<file path="src/sts_pkg.sv">
// Shared types and constants for the searchable tag stack.
package sts_pkg;

    localparam int TAG_W     = 5;
    localparam int LEVEL_W   = 6;
    localparam int CFG_IDX_W = 3;
    localparam int NUM_LIST  = 4;

    // Configuration register indexes
    localparam logic [CFG_IDX_W-1:0] CFG_LIST_A = 3'd0;
    localparam logic [CFG_IDX_W-1:0] CFG_LIST_B = 3'd1;
    localparam logic [CFG_IDX_W-1:0] CFG_LIST_C = 3'd2;
    localparam logic [CFG_IDX_W-1:0] CFG_LIST_D = 3'd3;

    // List tag reset values
    localparam logic [TAG_W-1:0] LIST_A_RST = 5'd0;
    localparam logic [TAG_W-1:0] LIST_B_RST = 5'd1;
    localparam logic [TAG_W-1:0] LIST_C_RST = 5'd2;
    localparam logic [TAG_W-1:0] LIST_D_RST = 5'd3;

    typedef enum logic [2:0] {
        KIND_CLEAR  = 3'd0,
        KIND_PUSH   = 3'd1,
        KIND_POP    = 3'd2,
        KIND_SHIFT  = 3'd3,
        KIND_TOP    = 3'd4,
        KIND_MATCH  = 3'd5,
        KIND_NEWEST = 3'd6,
        KIND_LIST   = 3'd7
    } t_kind;

    typedef enum logic [1:0] {
        ST_IDLE,
        ST_LAUNCH,
        ST_SCAN
    } t_state;

    typedef logic [NUM_LIST-1:0][TAG_W-1:0] t_list_tags;

    typedef struct packed {
        t_kind               kind;
        logic [TAG_W-1:0]    tag;
        logic [LEVEL_W-1:0]  level;
    } t_query;

    // Search token handed from cell to cell, carrying the first hit
    typedef struct packed {
        logic                run;
        logic                hit;
        logic [TAG_W-1:0]    tag;
        logic [LEVEL_W-1:0]  level;
    } t_probe;

    typedef struct packed {
        logic push;
        logic pop;
    } t_shift_ctl;

endpackage

</file>
<file path="src/searchable_tag_stack.sv">
// Top level of the searchable tag stack: control, configuration and the row of entry cells.
//
//  channel   direction  handshake                   payload
//  in        input      i_in_valid / o_in_ready     i_kind, i_item_tag, i_item_level
//  out       output     o_out_valid / i_out_ready   o_found, o_out_tag, o_out_level,
//                                                   o_entry_count, o_is_empty, o_is_full
//  cfg       input      i_cfg_we                    i_cfg_addr, i_cfg_wdata
//
// Clear, push, pop and top send no probe: the result is registered at the accept edge.
// Shift, match, newest and list check send a probe down the row of STACK_DEPTH cells,
// one cell per cycle, and the result is registered once the probe leaves the last cell.
// Reset empties the stack and loads the list tags with 0, 1, 2 and 3; no clearing pass.
// A new item is taken once the block is idle and the output register is free or being read.
module searchable_tag_stack #(
    parameter int STACK_DEPTH = 32
) (
    input  logic                            i_clk,
    input  logic                            i_rst_n,
    input  logic                            i_in_valid,
    output logic                            o_in_ready,
    input  logic [2:0]                      i_kind,
    input  logic [sts_pkg::TAG_W-1:0]       i_item_tag,
    input  logic [sts_pkg::LEVEL_W-1:0]     i_item_level,
    output logic                            o_out_valid,
    input  logic                            i_out_ready,
    output logic                            o_found,
    output logic [sts_pkg::TAG_W-1:0]       o_out_tag,
    output logic [sts_pkg::LEVEL_W-1:0]     o_out_level,
    output logic [sts_pkg::LEVEL_W-1:0]     o_entry_count,
    output logic                            o_is_empty,
    output logic                            o_is_full,
    input  logic                            i_cfg_we,
    input  logic [sts_pkg::CFG_IDX_W-1:0]   i_cfg_addr,
    input  logic [sts_pkg::TAG_W-1:0]       i_cfg_wdata
);

    localparam int CNT_W = $clog2(STACK_DEPTH + 1);
    localparam logic [CNT_W-1:0] FULL_CNT = CNT_W'(STACK_DEPTH);

    sts_pkg::t_state             r_state;
    sts_pkg::t_state             n_state;
    logic [CNT_W-1:0]            r_count;
    logic [CNT_W-1:0]            n_count;
    sts_pkg::t_query             r_query;
    sts_pkg::t_list_tags         r_list;
    logic                        r_out_valid;
    logic                        r_found;
    logic [sts_pkg::TAG_W-1:0]   r_out_tag;
    logic [sts_pkg::LEVEL_W-1:0] r_out_level;
    logic                        n_found;
    logic [sts_pkg::TAG_W-1:0]   n_out_tag;
    logic [sts_pkg::LEVEL_W-1:0] n_out_level;
    logic                        w_load;
    logic                        w_accept;
    logic                        w_scan_kind;
    logic                        w_done;
    logic                        w_launch;
    sts_pkg::t_kind              w_kind;
    sts_pkg::t_shift_ctl         w_ctl;
    logic [CNT_W+5:0]            w_count_ext;

    logic [sts_pkg::TAG_W-1:0]   w_tag   [STACK_DEPTH];
    logic [sts_pkg::LEVEL_W-1:0] w_level [STACK_DEPTH];
    sts_pkg::t_probe             w_probe [STACK_DEPTH+1];

    assign w_kind      = sts_pkg::t_kind'(i_kind);
    assign w_accept    = i_in_valid && o_in_ready;
    assign w_scan_kind = w_kind inside {sts_pkg::KIND_SHIFT, sts_pkg::KIND_MATCH,
                                        sts_pkg::KIND_NEWEST, sts_pkg::KIND_LIST};
    assign w_done      = w_probe[STACK_DEPTH].run;

    // Next state
    always_comb begin
        n_state = r_state;
        unique case (r_state)
            sts_pkg::ST_IDLE:   if (w_accept && w_scan_kind) n_state = sts_pkg::ST_LAUNCH;
            sts_pkg::ST_LAUNCH: n_state = sts_pkg::ST_SCAN;
            sts_pkg::ST_SCAN:   if (w_done) n_state = sts_pkg::ST_IDLE;
            default:            n_state = sts_pkg::ST_IDLE;
        endcase
    end

    // State outputs
    always_comb begin
        o_in_ready = 1'b0;
        w_launch   = 1'b0;
        unique case (r_state)
            sts_pkg::ST_IDLE:   o_in_ready = !r_out_valid || i_out_ready;
            sts_pkg::ST_LAUNCH: w_launch   = 1'b1;
            sts_pkg::ST_SCAN:   ;
            default:            ;
        endcase
    end

    // Result and stack updates
    always_comb begin
        n_count     = r_count;
        n_found     = 1'b0;
        n_out_tag   = '0;
        n_out_level = '0;
        w_ctl       = '0;
        w_load      = 1'b0;
        if (w_accept && !w_scan_kind) begin
            w_load = 1'b1;
            case (w_kind)
                sts_pkg::KIND_CLEAR: n_count = '0;
                sts_pkg::KIND_PUSH: begin
                    if (r_count != FULL_CNT) begin
                        w_ctl.push  = 1'b1;
                        n_count     = r_count + CNT_W'(1);
                        n_found     = 1'b1;
                        n_out_tag   = i_item_tag;
                        n_out_level = i_item_level;
                    end
                end
                sts_pkg::KIND_POP: begin
                    if (r_count != '0) begin
                        w_ctl.pop   = 1'b1;
                        n_count     = r_count - CNT_W'(1);
                        n_found     = 1'b1;
                        n_out_tag   = w_tag[0];
                        n_out_level = w_level[0];
                    end
                end
                sts_pkg::KIND_TOP: begin
                    if (r_count != '0) begin
                        n_found     = 1'b1;
                        n_out_tag   = w_tag[0];
                        n_out_level = w_level[0];
                    end
                end
                default: ;
            endcase
        end else if (r_state == sts_pkg::ST_SCAN && w_done) begin
            w_load  = 1'b1;
            n_found = w_probe[STACK_DEPTH].hit;
            if (r_query.kind != sts_pkg::KIND_LIST) begin
                n_out_tag   = w_probe[STACK_DEPTH].tag;
                n_out_level = w_probe[STACK_DEPTH].level;
            end
            // drop the bottom entry; nothing moves since cell 0 is the top
            if (r_query.kind == sts_pkg::KIND_SHIFT && w_probe[STACK_DEPTH].hit) begin
                n_count = r_count - CNT_W'(1);
            end
        end
    end

    always_ff @(posedge i_clk) begin
        if (!i_rst_n) begin
            r_state     <= sts_pkg::ST_IDLE;
            r_count     <= '0;
            r_out_valid <= 1'b0;
        end else begin
            r_state <= n_state;
            r_count <= n_count;
            if (w_load) begin
                r_out_valid <= 1'b1;
            end else if (i_out_ready) begin
                r_out_valid <= 1'b0;
            end
        end
    end

    always_ff @(posedge i_clk) begin
        if (w_load) begin
            r_found     <= n_found;
            r_out_tag   <= n_out_tag;
            r_out_level <= n_out_level;
        end
        if (w_accept) begin
            r_query.kind  <= w_kind;
            r_query.tag   <= i_item_tag;
            r_query.level <= i_item_level;
        end
    end

    always_ff @(posedge i_clk) begin
        if (!i_rst_n) begin
            r_list[0] <= sts_pkg::LIST_A_RST;
            r_list[1] <= sts_pkg::LIST_B_RST;
            r_list[2] <= sts_pkg::LIST_C_RST;
            r_list[3] <= sts_pkg::LIST_D_RST;
        end else if (i_cfg_we) begin
            unique case (i_cfg_addr)
                sts_pkg::CFG_LIST_A: r_list[0] <= i_cfg_wdata;
                sts_pkg::CFG_LIST_B: r_list[1] <= i_cfg_wdata;
                sts_pkg::CFG_LIST_C: r_list[2] <= i_cfg_wdata;
                sts_pkg::CFG_LIST_D: r_list[3] <= i_cfg_wdata;
                default: ;
            endcase
        end
    end

    // Inject a fresh probe into the top cell
    always_comb begin
        w_probe[0]     = '0;
        w_probe[0].run = w_launch;
    end

    for (genvar g = 0; g < STACK_DEPTH; g++) begin : g_cell
        logic [sts_pkg::TAG_W-1:0]   w_below_tag;
        logic [sts_pkg::LEVEL_W-1:0] w_below_level;
        logic [sts_pkg::TAG_W-1:0]   w_above_tag;
        logic [sts_pkg::LEVEL_W-1:0] w_above_level;

        if (g == 0) begin : g_top
            assign w_below_tag   = i_item_tag;
            assign w_below_level = i_item_level;
        end else begin : g_mid
            assign w_below_tag   = w_tag[g-1];
            assign w_below_level = w_level[g-1];
        end

        if (g == STACK_DEPTH - 1) begin : g_last
            assign w_above_tag   = w_tag[g];
            assign w_above_level = w_level[g];
        end else begin : g_inner
            assign w_above_tag   = w_tag[g+1];
            assign w_above_level = w_level[g+1];
        end

        sts_cell #(
            .CNT_W (CNT_W),
            .IDX   (g)
        ) u_cell (
            .i_clk         (i_clk),
            .i_rst_n       (i_rst_n),
            .i_ctl         (w_ctl),
            .i_below_tag   (w_below_tag),
            .i_below_level (w_below_level),
            .i_above_tag   (w_above_tag),
            .i_above_level (w_above_level),
            .i_count       (r_count),
            .i_query       (r_query),
            .i_list_tags   (r_list),
            .i_probe       (w_probe[g]),
            .o_probe       (w_probe[g+1]),
            .o_tag         (w_tag[g]),
            .o_level       (w_level[g])
        );
    end

    assign w_count_ext   = {6'd0, r_count};
    assign o_out_valid   = r_out_valid;
    assign o_found       = r_found;
    assign o_out_tag     = r_out_tag;
    assign o_out_level   = r_out_level;
    assign o_entry_count = w_count_ext[5:0];
    assign o_is_empty    = r_count == '0;
    assign o_is_full     = r_count == FULL_CNT;

    a_count_bound: assert property (@(posedge i_clk) disable iff (!i_rst_n)
        r_count <= FULL_CNT)
        else $error("entry count above stack depth");

    a_probe_in_scan: assert property (@(posedge i_clk) disable iff (!i_rst_n)
        w_probe[STACK_DEPTH].run |-> (r_state == sts_pkg::ST_SCAN))
        else $error("probe left the row outside a scan");

    a_scan_launch: assert property (@(posedge i_clk) disable iff (!i_rst_n)
        (w_accept && w_scan_kind) |=> (r_state == sts_pkg::ST_LAUNCH) && !o_in_ready)
        else $error("search item did not launch a probe");

    a_done_loads: assert property (@(posedge i_clk) disable iff (!i_rst_n)
        (r_state == sts_pkg::ST_SCAN && w_done) |=> o_out_valid)
        else $error("finished search gave no result item");

endmodule

</file>
<file path="src/sts_cell.sv">
// One stack entry cell: holds an entry, shifts with its neighbors, checks the passing probe.
module sts_cell #(
    parameter int CNT_W = 6,
    parameter int IDX   = 0
) (
    input  logic                        i_clk,
    input  logic                        i_rst_n,
    input  sts_pkg::t_shift_ctl         i_ctl,
    input  logic [sts_pkg::TAG_W-1:0]   i_below_tag,
    input  logic [sts_pkg::LEVEL_W-1:0] i_below_level,
    input  logic [sts_pkg::TAG_W-1:0]   i_above_tag,
    input  logic [sts_pkg::LEVEL_W-1:0] i_above_level,
    input  logic [CNT_W-1:0]            i_count,
    input  sts_pkg::t_query             i_query,
    input  sts_pkg::t_list_tags         i_list_tags,
    input  sts_pkg::t_probe             i_probe,
    output sts_pkg::t_probe             o_probe,
    output logic [sts_pkg::TAG_W-1:0]   o_tag,
    output logic [sts_pkg::LEVEL_W-1:0] o_level
);

    logic [sts_pkg::TAG_W-1:0]   r_tag;
    logic [sts_pkg::LEVEL_W-1:0] r_level;
    sts_pkg::t_probe             r_probe;
    sts_pkg::t_probe             n_probe;
    logic                        w_live;
    logic                        w_bottom;
    logic                        w_is_list;
    logic                        w_level_up;
    logic                        w_hit;

    assign w_live     = CNT_W'(IDX) < i_count;
    assign w_bottom   = CNT_W'(IDX + 1) == i_count;
    assign w_is_list  = (r_tag == i_list_tags[0]) || (r_tag == i_list_tags[1]) ||
                        (r_tag == i_list_tags[2]) || (r_tag == i_list_tags[3]);
    assign w_level_up = ({1'b0, r_level} + (sts_pkg::LEVEL_W+1)'(1)) == {1'b0, i_query.level};

    always_comb begin
        case (i_query.kind)
            sts_pkg::KIND_SHIFT:  w_hit = w_bottom;
            sts_pkg::KIND_MATCH:  w_hit = w_live && (r_tag == i_query.tag) &&
                                          (r_level == i_query.level);
            sts_pkg::KIND_NEWEST: w_hit = w_live && (r_tag == i_query.tag);
            sts_pkg::KIND_LIST:   w_hit = w_live && w_level_up && w_is_list;
            default:              w_hit = 1'b0;
        endcase
    end

    // Keep the first hit; cell 0 is the newest entry
    always_comb begin
        n_probe = i_probe;
        if (i_probe.run && !i_probe.hit && w_hit) begin
            n_probe.hit   = 1'b1;
            n_probe.tag   = r_tag;
            n_probe.level = r_level;
        end
    end

    always_ff @(posedge i_clk) begin
        if (!i_rst_n) begin
            r_probe <= '0;
        end else begin
            r_probe <= n_probe;
        end
    end

    always_ff @(posedge i_clk) begin
        if (i_ctl.push) begin
            r_tag   <= i_below_tag;
            r_level <= i_below_level;
        end else if (i_ctl.pop) begin
            r_tag   <= i_above_tag;
            r_level <= i_above_level;
        end
    end

    assign o_probe = r_probe;
    assign o_tag   = r_tag;
    assign o_level = r_level;

endmodule
</file>
<file path="config.mk">
export PLATFORM = sky130hd
export DESIGN_NAME = searchable_tag_stack
export DESIGN_NICKNAME = d
export VERILOG_FILES = /design/src/sts_pkg.sv /design/src/searchable_tag_stack.sv /design/src/sts_cell.sv
export SDC_FILE = /design/constraint.sdc
export NUM_CORES = 2
export LEC_CHECK = 0
export ABC_AREA = 1
export BUFFER_PORTS_ARGS = -buffer_cell sky130_fd_sc_hd__buf_2
export CAP_MARGIN = 20
export CORE_AREA = 4 4 373 375
export CTS_BUF_LIST = sky130_fd_sc_hd__clkbuf_2
export CTS_CLUSTER_SIZE = 8
export DETAILED_ROUTE_END_ITERATION = 12
export DIE_AREA = 0 0 377 379
export PLACE_DENSITY = 0.7
export SLEW_MARGIN = 5
export SYNTH_ARGS = -nofsm -noshare
export SYNTH_HDL_FRONTEND = slang
export SYNTH_HIERARCHICAL = 1
export SYNTH_SLANG_ARGS = --single-unit
</file>
<file path="constraint.sdc">
create_clock -name i_clk -period 6.8 [get_ports i_clk]
set_clock_uncertainty 0.2 [all_clocks]
set_input_delay 1.36 -clock i_clk [delete_from_list [all_inputs] [get_ports i_clk]]
set_output_delay 1.36 -clock i_clk [all_outputs]
set_load 0.03 [all_outputs]
</file>
==> flow_summary_export.csv <==
group,metric,value,unit
critical_path,worstPathCellList,"buf_4 -> buf_4 -> nor2_1 -> nand3_2 -> inv_2 -> buf_2",
critical_path,cp_max_fo,25,
die,placementRows,135,
clock_network,cts_made_buffers,216,
clock_network,clk_latency,1740,ps
layout,multi_input_area,33200,sq um
yosys,netlist_top_cells_area,"nand2_1 24%, edfxtp_1 19%, dfxtp_1 15%, inv_1 7.4%, nor2_1 5.4%",
routing,routed_via_density,5.279,
place,post-place-ws,2546,ps
routing,drcViolationCount,0,
yosys,ys.flop_type,"dfxtp_1",
clock_network,clock-sinks,823,
clock_network,cts_root_buf,"clkbuf_2",
yosys,synth_cell_types,62,
die,die_x,377,um
timing,finalWorstSetupSlack,1572,ps
routing,drtIter0Drc,6770,
yosys,synthTopCellsByCount,"3843 x nand2_1, 1193 x inv_1, 879 x nor2_1",
layout,areaGrowthSynthToFinish,5.586,%
yosys,syn-cell-area,60860,sq um
timing,fin_crit,5228,ps
layout,layout-drive-gt1-share,0.1169,
timing,fmax,0.1913,GHz
yosys,ys_seq_elements,823,
timing,relSlewSlack,0.2141,
die,fp.coreArea,135300,sq um
yosys,yosys_warnings,6,
timing,setup_viol,0,
die,start_util,0.4498,
yosys,synth_cells,9485,
critical_path,rrSetupSlack,2980,ps
clock_network,h-tree-depth,4,
timing,rsz0062_at_grt,"no",
clock_network,cts_setup_buffers,0,
critical_path,critPathSlowestCell,"buf_4",
global_routing,grt_max_degree,181,
power,power.density,171.7,nW/um^2
yosys,synth_enable_flop_cells,378,
layout,fill_cells,13600,
yosys,synth_area_per_cell,6.416,sq um
clock_network,clk_pin_slew,100,ps
timing,fin_crit_sh,0.7688,
clock_network,cts_tree,"built",
routing,wire_per_inst,17.44,um
timing,worstMarginPinSlew,1179,ps
die,die_y,379,um
place,hpwl,136300,um
routing,dr.pass1.iters,12,
yosys,synthArstFlopShare,0,
die,die-area,142900,sq um
critical_path,required,5240,ps
hold_path,hp-class,"reg2reg",
critical_path,critical_path_arrival,3670,ps
power,power.leakage,30.43,nW
critical_path,crit_path_start_kind,"flop",
place,placed_cell_area,61720,sq um
yosys,yosys.area.top_type,"nand2_1",
place,numPortBuffers,48,
global_routing,grt_usage,0.2731,
critical_path,cpPeakStageDelay,530,ps
timing,fin_tns_setup,0,ps
place,gp_congestion,0.9129,
yosys,synth_most_common_cell,"nand2_1",
power,power,11.03,mW
timing,hold_violations,0,
yosys,ys_seq_area_frac,0.3329,
critical_path,rr_startpoint,"o_entry_count[0]$_SDFFE_PN0P_",
die,io_pins,49,
power,peakVddDrop,0.0001520,V
critical_path,crit_start,"o_entry_count[4]$_SDFFE_PN0P_",
critical_path,endpoint_kind,"output pin",
place,dp_cells,11090,
clock_network,ctsLongestPathBuffers,3,
yosys,synthDominantCellAreaShare,0.2370,
status,status,"complete, no violations",
layout,fin_cells,11540,
run,cap_viol_max_count,0,
global_routing,grt_pass1_wl,310600,um
critical_path,crit_type,"reg2out",
layout,fin_area,64260,sq um
routing,vias,60930,
critical_path,crit_family,"buffers and inverters",
routing,postRouteAntennaNets,0,
routing,wirelength,201300,um
hold_path,hold_start,"g_cell[4].u_cell/o_probe[12]$_SDFF_PN0_",
layout,nets,9630,
global_routing,grt_pass1_vias,56190,
timing,final_max_slew_viol_count,0,
global_routing,grt_overflow,0,
layout,seq_area,20290,sq um
critical_path,cp.buffers_inverters,4,
global_routing,antenna_found_initial,3,
critical_path,cp_common_cell,"buf_4",
stage by stage:
stage,util,hold slack [ps]
6_report,0.4749,156.9
4_1_cts,0.4744,1.252
2_1_floorplan,-,203.2
5_1_grt,0.4749,47.58
3_3_place_gp,0.4562,218.6
3_5_place_dp,0.4562,223.8
report_power, final:
part | internal (mW) | switching, mW
clock network | 1.46 | 2.25
registers | 5.28 | 0.233
logic | 0.567 | 1.24
total | 7.31 | 3.73
worst register-to-register path: stages (launching register included):
cell	delay [ps]
dfxtp_2	640
inv_1	230
ha_1	310
nand2_4	100
o21ai_1	60
buf_4	180
nor2_4	790
buf_12	450
inv_1	370
nand2_1	120
nand2_1	60
final cells by class:
class / instances / share of cell area
repair buffers: 182 / 0.02259
flip-flops and latches: 823 / 0.3158
well taps: 1781 / 0.03468
inverters: 1330 / 0.07769
diodes: 7 / 0.0002726
multi-input cells: 7015 / 0.5166
clock buffers: 326 / 0.02539
clock inverters: 79 / 0.006990
cell families after synthesis:
kind of cell               share of synthesized area
and+or+nand+nor                               0.4160
other                                     0.00006162
AOI/OAI and AO/OA                            0.05713
buffers and inverters                         0.1231
adders and majority gates                   0.007196
xor gates and xnor gates                     0.06346
DFF                                           0.3329
muxes                                      0.0001645
per-layer routing:
layer  GRT usage  wire [um]  vias up
met1      0.3558      80620    27600
met2      0.4350      89050     3234
met5           0         13        -
met3     0.05321      22090      602
met4      0.1315       9558        2
li1            -          -    29490
repair_timing:
item | CTS | global route
hold buffers | 39 | 0
endpoints found under the hold margin | 145 | 0
resized for setup | 0 | 0
cells in the final DEF (no fill, tap or decap), types with 66 or more instances in the layout:
| cell | instances |
|---|---|
| a21oi_1 | 311 |
| inv_1 | 1193 |
| inv_2 | 135 |
| nor2_2 | 79 |
| xor2_1 | 79 |
| a21oi_2 | 99 |
| nor2_1 | 875 |
| nand3_1 | 615 |
| clkbuf_2 | 326 |
| o21ai_0 | 66 |
| nand2_1 | 3843 |
| xnor2_1 | 362 |
| buf_4 | 85 |
| nand3_2 | 157 |
| nand4_1 | 113 |
| dfxtp_1 | 419 |
| edfxtp_1 | 378 |
state kept, by name, indices dropped and copies added, names as in the netlist:
| register | cells |
|---|---|
| o_out_valid | 1 |
| o_entry_count | 6 |
| r_state | 2 |
| g_cell.u_cell/o_probe | 416 |
| r_list | 20 |
| r_query | 14 |
| g_cell.u_cell/o_level | 192 |
| o_out_level | 6 |
| g_cell.u_cell/o_tag | 160 |
| o_out_tag | 5 |
| o_found | 1 |
final timing paths:
kind                                              to  depth (start not counted)
max reg2reg     g_cell[12].u_cell/o_tag[0]$_DFFE_PP_                         10
max                                       o_is_empty                          6
min reg2reg  g_cell[5].u_cell/o_probe[12]$_SDFF_PN0_                          2
min          g_cell[5].u_cell/o_probe[12]$_SDFF_PN0_                          2
Note: power is estimated with default switching activity, not from simulation.
